--- src/a2b_pkg.sv ---
`timescale 1ns / 1ps
`default_nettype none

package a2b_pkg;

	// Frame size limit; byte positions saturate here.
	localparam int MAX_FRAME_BYTES = 1048576;
	localparam int OFF_W = $clog2(MAX_FRAME_BYTES);
	localparam int POS_W = OFF_W + 1;

	// Fixed field widths of the result item.
	localparam int START_OFFSET_W = 20;
	localparam int OUT_LENGTH_W = 21;

	// Field phase codes: four length bytes, then header, then payload.
	localparam logic [2:0] PH_LEN0 = 3'd0;
	localparam logic [2:0] PH_LEN1 = 3'd1;
	localparam logic [2:0] PH_LEN2 = 3'd2;
	localparam logic [2:0] PH_LEN3 = 3'd3;
	localparam logic [2:0] PH_HEADER = 3'd4;
	localparam logic [2:0] PH_PAYLOAD = 3'd5;

	localparam logic [7:0] NAL_TYPE_MASK = 8'h1F;
	localparam logic [7:0] NAL_TYPE_SPS = 8'h07;
	localparam logic [7:0] NAL_TYPE_IDR = 8'h05;
	localparam logic [7:0] NAL_TYPE_SLICE = 8'h01;

	localparam logic [7:0] START_CODE_ZERO = 8'h00;
	localparam logic [7:0] START_CODE_LAST = 8'h01;

	typedef struct packed {
		logic [7:0] data_byte;
		logic       last_byte;
	} a2b_in_t;

	typedef struct packed {
		logic [7:0]                  out_byte;
		logic                        frame_end;
		logic                        key_frame;
		logic [START_OFFSET_W-1:0]   start_offset;
		logic [OUT_LENGTH_W-1:0]     out_length;
		logic                        malformed;
	} a2b_out_t;

endpackage

`default_nettype wire

--- src/a2b_in_stage.sv ---
`timescale 1ns / 1ps
`default_nettype none

module a2b_in_stage import a2b_pkg::*; (
	input  wire logic    clk,
	input  wire logic    arst_n,
	input  wire logic    in_valid,
	output logic         in_ready,
	input  a2b_in_t      in_data,
	input  wire logic    advance,
	output logic         valid_s1,
	output a2b_in_t      data_s1
);

	// The stage can refill in the same cycle that its item moves on.
	assign in_ready = !valid_s1 || advance;

	always_ff @(posedge clk or negedge arst_n) begin
		if (!arst_n) begin
			valid_s1 <= 1'b0;
		end else if (in_valid && in_ready) begin
			valid_s1 <= 1'b1;
		end else if (advance) begin
			valid_s1 <= 1'b0;
		end
	end

	always_ff @(posedge clk) begin
		if (in_valid && in_ready) begin
			data_s1 <= in_data;
		end
	end

endmodule

`default_nettype wire

--- src/a2b_parser.sv ---
`timescale 1ns / 1ps
`default_nettype none

module a2b_parser import a2b_pkg::*; (
	input  wire logic clk,
	input  wire logic arst_n,
	input  wire logic step,
	input  a2b_in_t   item,
	output a2b_out_t  result
);

	logic [2:0]       phase_q, phase_d;
	logic [23:0]      accum_q, accum_d;
	logic [31:0]      left_q, left_d;
	logic [POS_W-1:0] byte_pos_q, byte_pos_d;
	logic [OFF_W-1:0] nal_start_q, nal_start_d;
	logic [OFF_W-1:0] chosen_q, chosen_d;
	logic             key_q, key_d;
	logic             slice_q, slice_d;

	logic [OFF_W-1:0] pos;
	logic [7:0]       nal_type;
	logic [31:0]      len_word;
	logic [31:0]      left_dec;
	logic [7:0]       ob;
	logic             bad;
	logic [POS_W-1:0] chosen_ext;
	logic [POS_W-1:0] frame_len;

	always_comb begin
		pos = (byte_pos_q > POS_W'(MAX_FRAME_BYTES - 1)) ? OFF_W'(MAX_FRAME_BYTES - 1)
			: byte_pos_q[OFF_W-1:0];
		nal_type = item.data_byte & NAL_TYPE_MASK;
		len_word = {accum_q, item.data_byte};
		left_dec = left_q - 32'd1;

		phase_d = phase_q;
		accum_d = accum_q;
		left_d = left_q;
		nal_start_d = nal_start_q;
		chosen_d = chosen_q;
		key_d = key_q;
		slice_d = slice_q;
		ob = item.data_byte;
		bad = 1'b0;

		priority if (phase_q < PH_HEADER) begin
			if (phase_q == PH_LEN0) begin
				nal_start_d = pos;
				accum_d = {16'd0, item.data_byte};
			end else begin
				accum_d = {accum_q[15:0], item.data_byte};
			end
			if (phase_q == PH_LEN3) begin
				ob = START_CODE_LAST;
				left_d = len_word;
				// A zero-length NAL has no header; the next byte is a length byte.
				phase_d = (len_word == 32'd0) ? PH_LEN0 : PH_HEADER;
			end else begin
				ob = START_CODE_ZERO;
				bad = item.last_byte;
				phase_d = phase_q + 3'd1;
			end
		end else if (phase_q == PH_HEADER) begin
			if ((nal_type == NAL_TYPE_SPS || nal_type == NAL_TYPE_IDR) && !key_q) begin
				key_d = 1'b1;
				chosen_d = nal_start_q;
			end
			// Checked second so that a slice in the same byte would win.
			if (nal_type == NAL_TYPE_SLICE && !slice_q) begin
				slice_d = 1'b1;
				chosen_d = nal_start_q;
			end
			left_d = left_dec;
			phase_d = (left_dec == 32'd0) ? PH_LEN0 : PH_PAYLOAD;
		end else begin
			left_d = (left_q != 32'd0) ? left_dec : left_q;
			phase_d = (left_d == 32'd0) ? PH_LEN0 : PH_PAYLOAD;
		end

		byte_pos_d = (byte_pos_q < POS_W'(MAX_FRAME_BYTES)) ? byte_pos_q + POS_W'(1)
			: byte_pos_q;

		chosen_ext = {1'b0, chosen_d};
		frame_len = (byte_pos_d >= chosen_ext) ? byte_pos_d - chosen_ext : '0;

		result.out_byte = ob;
		result.frame_end = item.last_byte;
		result.key_frame = item.last_byte && key_d;
		result.start_offset = item.last_byte ? START_OFFSET_W'(chosen_d) : '0;
		result.out_length = item.last_byte ? OUT_LENGTH_W'(frame_len) : '0;
		result.malformed = item.last_byte && bad;
	end

	always_ff @(posedge clk or negedge arst_n) begin
		if (!arst_n) begin
			phase_q <= PH_LEN0;
			accum_q <= '0;
			left_q <= '0;
			byte_pos_q <= '0;
			nal_start_q <= '0;
			chosen_q <= '0;
			key_q <= 1'b0;
			slice_q <= 1'b0;
		end else if (step) begin
			if (item.last_byte) begin
				phase_q <= PH_LEN0;
				accum_q <= '0;
				left_q <= '0;
				byte_pos_q <= '0;
				nal_start_q <= '0;
				chosen_q <= '0;
				key_q <= 1'b0;
				slice_q <= 1'b0;
			end else begin
				phase_q <= phase_d;
				accum_q <= accum_d;
				left_q <= left_d;
				byte_pos_q <= byte_pos_d;
				nal_start_q <= nal_start_d;
				chosen_q <= chosen_d;
				key_q <= key_d;
				slice_q <= slice_d;
			end
		end
	end

	a_frame_clears: assert property (@(posedge clk) disable iff (!arst_n)
		step && item.last_byte |=> phase_q == PH_LEN0 && byte_pos_q == '0 && !key_q)
		else $error("per-frame state not cleared after last byte");

	a_phase_legal: assert property (@(posedge clk) disable iff (!arst_n)
		phase_q <= PH_PAYLOAD)
		else $error("field phase out of range");

	a_payload_nonzero: assert property (@(posedge clk) disable iff (!arst_n)
		(phase_q == PH_HEADER || phase_q == PH_PAYLOAD) |-> left_q != 32'd0)
		else $error("payload phase with nothing left");

	a_key_sticky: assert property (@(posedge clk) disable iff (!arst_n)
		step && !item.last_byte && key_q |=> key_q)
		else $error("key flag dropped inside a frame");

endmodule

`default_nettype wire

--- src/a2b_out_stage.sv ---
`timescale 1ns / 1ps
`default_nettype none

module a2b_out_stage import a2b_pkg::*; (
	input  wire logic clk,
	input  wire logic arst_n,
	input  wire logic load,
	input  a2b_out_t  result,
	output logic      free,
	output logic      out_valid,
	input  wire logic out_ready,
	output a2b_out_t  out_data
);

	// The register takes a new result when empty or when its result leaves now.
	assign free = !out_valid || out_ready;

	always_ff @(posedge clk or negedge arst_n) begin
		if (!arst_n) begin
			out_valid <= 1'b0;
		end else if (load) begin
			out_valid <= 1'b1;
		end else if (out_ready) begin
			out_valid <= 1'b0;
		end
	end

	always_ff @(posedge clk) begin
		if (load) begin
			out_data <= result;
		end
	end

endmodule

`default_nettype wire

--- src/avcc_to_annexb_converter_core.sv ---
`timescale 1ns / 1ps
`default_nettype none

// Channel  | Signals                        | Transfer when
// ---------+--------------------------------+----------------------------
// input    | in_valid, in_ready, in_data    | in_valid && in_ready
// output   | out_valid, out_ready, out_data | out_valid && out_ready
//
// Each byte is held in the input register and is then parsed in a single
// combinational pass into the result register. One byte per cycle is
// sustained while out_ready is high; the parser state update is one short step.
// A stalled output holds the result register, then the input register; the
// input side keeps taking bytes while either register has room.
// Reset (arst_n low) empties both registers and clears all per-frame state.

module avcc_to_annexb_converter_core import a2b_pkg::*; (
	input  wire logic clk,
	input  wire logic arst_n,
	input  wire logic in_valid,
	output logic      in_ready,
	input  a2b_in_t   in_data,
	output logic      out_valid,
	input  wire logic out_ready,
	output a2b_out_t  out_data
);

	logic     valid_s1;
	a2b_in_t  data_s1;
	logic     out_free;
	logic     advance;
	a2b_out_t result;

	// The byte in the input register is parsed, and the parser state moves on,
	// exactly in the cycle that its result enters the output register.
	assign advance = valid_s1 && out_free;

	a2b_in_stage u_in_stage (
		.clk      (clk),
		.arst_n   (arst_n),
		.in_valid (in_valid),
		.in_ready (in_ready),
		.in_data  (in_data),
		.advance  (advance),
		.valid_s1 (valid_s1),
		.data_s1  (data_s1)
	);

	// Replaces length bytes with start code bytes and tracks the NAL types,
	// the chosen start offset and the frame length.
	a2b_parser u_parser (
		.clk    (clk),
		.arst_n (arst_n),
		.step   (advance),
		.item   (data_s1),
		.result (result)
	);

	a2b_out_stage u_out_stage (
		.clk       (clk),
		.arst_n    (arst_n),
		.load      (advance),
		.result    (result),
		.free      (out_free),
		.out_valid (out_valid),
		.out_ready (out_ready),
		.out_data  (out_data)
	);

endmodule

`default_nettype wire
--- config.mk ---
export PLATFORM = sky130hd
export DESIGN_NAME = avcc_to_annexb_converter_core
export DESIGN_NICKNAME = d
export VERILOG_FILES = /design/src/a2b_pkg.sv /design/src/a2b_in_stage.sv /design/src/a2b_parser.sv /design/src/a2b_out_stage.sv /design/src/avcc_to_annexb_converter_core.sv
export SDC_FILE = /design/constraint.sdc
export NUM_CORES = 1
export LEC_CHECK = 0
export BUFFER_PORTS_ARGS = -buffer_cell sky130_fd_sc_hd__buf_2
export CORE_ASPECT_RATIO = 1.5
export CORE_MARGIN = 5
export CORE_UTILIZATION = 45
export CTS_CLUSTER_SIZE = 12
export DETAILED_ROUTE_END_ITERATION = 10
export GPL_TIMING_DRIVEN = 0
export PLACE_DENSITY_LB_ADDON = 0.15
export SETUP_SLACK_MARGIN = 0.4
export SYNTH_ARGS = -nofsm -noshare
export SYNTH_HDL_FRONTEND = slang
export SYNTH_SLANG_ARGS = --single-unit
--- constraint.sdc ---
create_clock -name clk -period 12.4 [get_ports clk]
set_input_delay 0.62 -clock clk [delete_from_list [all_inputs] [get_ports clk]]
set_output_delay 0.62 -clock clk [all_outputs]
set_load 0.005 [all_outputs]
After elaboration in Yosys (flattened, before gate mapping) --
Index checks and enable logic that the tools add are counted.
Operators by class: add/sub/neg operators 4, $mul 0, div/mod/pow operators 0, magnitude comparators 4, equality and inequality tests 7, shift-type cells 0, multiplexer cells 42, bitwise logic cells 0, reduce and logical (&&, ||, !) cells 29
Operators by type and width (number):
- $mux W20 | 9
- $mux W32 | 5
- $logic_not A32 Y1 | 3
- $mux W24 | 3
- $mux W21 | 2
- $reduce_bool A32 Y1 | 1
- $sub A32 B1 Y32 const B | 1
- $add A21 B1 Y21 const B | 1
- $ge A21 B20 Y1 | 1
- $gt A21 B20 Y1 const B | 1
- $lt A21 B21 Y1 const B | 1
- $mux W3 | 7
- $sub A21 B20 Y21 | 1
- $mux W1 | 15
- $reduce_bool A2 Y1 | 6
- $eq A5 B3 Y1 const B | 2
- $mux W8 | 1
- $logic_and A1 B1 Y1 | 6
- $reduce_and A2 Y1 | 3
- $eq A5 B1 Y1 const B | 1
- $logic_not A1 Y1 | 4
- $reduce_and A4 Y1 | 1
- $add A3 B1 Y3 const B | 1
- $eq A3 B2 Y1 const B | 1
- other kinds (7) | 9
Storage, ports and cells: bits in registers 185, latch bits 0, bits in writable memories 0, memory bits (read-only) 0, memories kept 0

Depth between registers and ports, before layout --
word-level depth 9, gate-level depth with buffers 19

Modules after synthesis --
From an unflattened synthesis, not the netlist that was laid out.
Unflattened totals: cells, all modules 1066, area total of the unflattened synthesis 10158.5 µm²
Modules (own cells, without submodules):
- a2b_parser | times used 1, cells each 997, area an instance 8219.1 µm², sequential area each 3052.9 µm²
- a2b_out_stage | times used 1, cells each 55, area an instance 1609.0 µm², sequential area each 1586.5 µm²
- a2b_in_stage | times used 1, cells each 13, area an instance 324.1 µm², sequential area each 295.3 µm²
- avcc_to_annexb_converter_core | times used 1, cells each 1, area an instance 6.3 µm², sequential area each 0.0 µm²

Least setup slack after synthesis --
Ideal clock, no wire load.
path type register to register, start point register u_parser.phase_q[0], end point register, netlist name u_out_stage.out_data[21], arrival time 3923 ps, required time 12140 ps, slack 8218 ps, cell stages (with the launch flop) 18, path buffers 2, cells stage by stage dfrtp_1 > inv_1 > ha_1 > nand2_1 > nor3_1 > o21ai_0 > buf_1 > mux2i_1 > ha_1 > nor2b_1 > o31a_1 > o31ai_1 > a21boi_0 > o31ai_1 > a21o_1 > buf_2 > nor2_1 > mux2_2
On the way: longest elaborated chain between the ends 5
Ends and longest elaborated chain:
- from (decl) | line a2b_parser.sv:12 | logic [2:0] phase_q, phase_d;
- from (signal assigned) | line a2b_parser.sv:116 | phase_q <= phase_d;
- branches (longest 2 deep; another with $lt A3 B3 Y1)
- $mux W20 (*) | line a2b_parser.sv:47 | priority if (phase_q < PH_HEADER) begin
- $ge A21 B20 Y1 | line a2b_parser.sv:85 | frame_len = (byte_pos_d >= chosen_ext) ? byte_pos_d - chosen_ext : '0;
- $reduce_and A2 Y1 (no source line)
Every way passes the cells marked *. A chain may end at the register's enable or synchronous reset.

Worst setup path in the final report --
start point register u_parser.phase_q[0], end point register, netlist name u_out_stage.out_data[8]
On the way: longest elaborated chain between the ends 5
Ends and longest elaborated chain (line):
- branches (longest 2 deep; another with $lt A3 B3 Y1)
- $mux W20 (*) | a2b_parser.sv:47
- $ge A21 B20 Y1 | a2b_parser.sv:85
- $reduce_and A2 Y1 (no source line)
Marks and branches as above.

==> metrics.yaml <==
outcome: "complete, no violations"
dp.cells: 1367
fin_cells: 1399
drt_iter0_drcs: 617
total_leakage_power_nw: 4.85
clock_path_buffers: 2
insertedDiodeCount: 0
post_synth_most_frequent_cells: "135 x nand2_1, 124 x dfrtp_1, 99 x nor2_1"
ys_async_sr_fraction: 0.670
hold_path_class: "input port to asynchronous set/reset pin"
cts_made_buffers: 17
crit_arrival_ns: 5.84
clock_skew_ns: 0.00762
max_cap_viols: 0
totalNegativeSetupSlack_ns: 0
total_count_of_hold_check_failures_in_the_final_report: 0
synth_most_common_cell: "nand2_1"
setup_viol_count_final: 0
worst_ir_drop_vdd_v: 0.000109
detailed_place_hpwl_um: 21800
start_util: 0.456
cts_post_setup_buffers_inserted: 0
syn_area_um2: 9890
wirelength_um: 29600
grt_antenna_before_repair: 0
synthDominantAreaCellType: "dfrtp_1"
min_period_ns: 5.65
ant_nets: 0
ff_latch_area_um2: 4930
layout-area-overhead-vs-synth_pct: 13.5
critPathLaunchType: "flip-flop"
clock_latency_ns: 0.44
finish.net_count: 1154
grt_first_pass_wirelength_um: 46600
timing.critical_path.required_ns: 12.59
fmax_mhz: 177
postSynthNetCount: 1068
gp_congestion: 0.957
gr-total-overflow: 0
drive_above_1_share: 0.115
power.density_cell_area_nw_per_um2: 192
fill_cell_instance_count_of_the_final_layout: 2029
drt-wirelength-per-cell_um: 21.1
synth_enable_flop_cells: 61
avgViaCountPerCell: 5.82
htreeDepth: 4
die_height_um: 192
drc: 0
cts_tree: "built"
dieArea_um2: 25100
number_of_synthesized_register_bits: 185
final_core_utilization: 0.517
pins_over_slew_limit: 0
synthCells: 1028
yosysTopAreaCellShare: 0.314
clk_pin_slew_worst_paths_ns: 0.07
ys.warnings.count: 0
yosysSeqAreaShare: 0.499
synth.lib_cells_used.distinct: 71
clkSinkCount: 185
number_of_primary_i_o_pins: 67
post_synth.cell_area_avg_um2: 9.62
synth_top_flop_cell: "dfrtp_1"
crit_type: "flip-flop to flip-flop"
grt_usage: 0.245
netlist_top_cells_area: "dfrtp_1 31%, edfxtp_1 19%, nand2_1 5.1%"
timing.reg2reg.worst_path_depth: 17
num_vias: 8139
via_count_of_the_first_global_routing_pass: 8304
cts_root_buffer: "clkbuf_16"
rsz0062_at_grt: "no"
cts_resized: 0
finalCritPeriodShare: 0.456
grt_start_max_net_pins: 89
die_w_um: 131
multi_input_comb_area_um2: 4580
timing.critical_path.to_type: "flip-flop"
post-layout-total-power_mw: 2.16
tightestPinTransition_ns: 0.937
core-area_um2: 21700
critPathMaxFanout: 10
detailedRoute.firstPassIterationCount: 5
relSlewSlack: 0.366
port_buffers: 66
core.rowCount: 66
ctsHoldBuffers: 0
==> logic make-up after synthesis <==
kind of cell | count (synthesis) | synth area share
AOI/OAI and AO/OA | 259 | 0.160
xor gates and xnor gates | 52 | 0.0460
adders and majority gates | 27 | 0.0349
buffers and inverters | 90 | 0.0381
DFF | 185 | 0.499
muxes | 24 | 0.0248
and+or+nand+nor | 391 | 0.198
==> layout by cell type, fill, tap and decap left out, types with 26 or more instances in the layout <==
cell      synthesis  layout
edfxtp_1         61      61
dfrtp_1         124     124
ha_1             26      26
inv_1            31      31
nand3_1          27      27
a21oi_1          57      57
clkbuf_1         46      48
nor2_1           99      99
buf_2             4      69
o21ai_0          94      94
nand2_1         135     135
xnor2_1          32      32
==> final cells by class <==
cell class	instances	share of cell area
Buffer	59	0.0235
Clock buffer	22	0.0413
Clock inverter	10	0.0147
Inverter	31	0.0104
Multi-Input combinational cell	753	0.408
Sequential cell	185	0.439
Tap cell	272	0.0303
Timing Repair Buffer	67	0.0324
==> per-layer routing <==
metal	GRT usage	up-vias	routed length (µm)
met2	0.442	229	15900
met3	0.0373	90	966
met5	0	-	0
met4	0.124	0	1510
met1	0.274	3964	11200
li1	-	3856	-
==> flip-flops by register name (all words and copies together) (netlist names) <==
signal / cells
u_in_stage.valid_s1: 1
u_parser.chosen_q: 20
u_parser.nal_start_q: 20
u_parser.left_q: 32
u_parser.key_q: 1
u_out_stage.out_valid: 1
u_out_stage.out_data: 52
u_parser.accum_q: 24
u_parser.phase_q: 3
u_parser.byte_pos_q: 21
u_parser.slice_q: 1
u_in_stage.data_s1: 9
==> critical path: stages, from the launching register on <==
cell and delay (ns):
dfrtp_1 0.42, inv_1 0.07, ha_1 0.31, nand2_1 0.11
nor3_1 0.35, o21ai_0 0.22, buf_1 0.39, mux2i_1 0.55
ha_1 0.35, nor2b_1 0.15, o31a_1 0.30, o31ai_1 0.61
a21boi_0 0.33, o31ai_1 0.38, a21o_1 0.20, buf_2 0.29
buf_2 0.29, nor2_1 0.07
==> per-stage QoR <==
stage	hold slack, ns	setup slack, ns	cell area [µm²]
6_report	0.0851	6.75	11200
5_1_grt	0.108	6.33	11200
4_1_cts	0.0920	6.75	11200
3_5_place_dp	0.432	6.79	10600
3_3_place_gp	0.456	6.88	10600
2_1_floorplan	0.324	8.22	9890
==> report_power, final <==
| part | switching [mW] | internal, mW | total, mW | leakage, nW |
|---|---|---|---|---|
| Combinational | 0.459 | 0.285 | 0.744 | 2.24 |
| Sequential | 0.0987 | 0.720 | 0.818 | 2.30 |
| Clock | 0.245 | 0.350 | 0.595 | 0.309 |
==> final timing paths <==
kind / endpoint / startpoint / slack [ns]
worst max-delay path: u_out_stage.out_data[8]$_SDFFCE_PN0P_ / u_parser.phase_q[0]$_DFFE_PN0P_ / 6.75
worst min-delay path: u_in_stage.valid_s1$_DFFE_PN0P_ / arst_n / 0.09
worst max register to register: u_out_stage.out_data[8]$_SDFFCE_PN0P_ / u_parser.phase_q[0]$_DFFE_PN0P_ / 6.75
worst min register to register: u_out_stage.out_data[43]$_DFFE_PP_ / u_in_stage.data_s1[0]$_DFFE_PP_ / 0.45
max in group asynchronous: u_parser.chosen_q[7]$_DFFE_PN0P_ / arst_n / 11.51
min in group clk: u_in_stage.data_s1[3]$_DFFE_PP_ / in_data[3] / 0.35
Note: power is estimated with default switching activity, not from simulation.
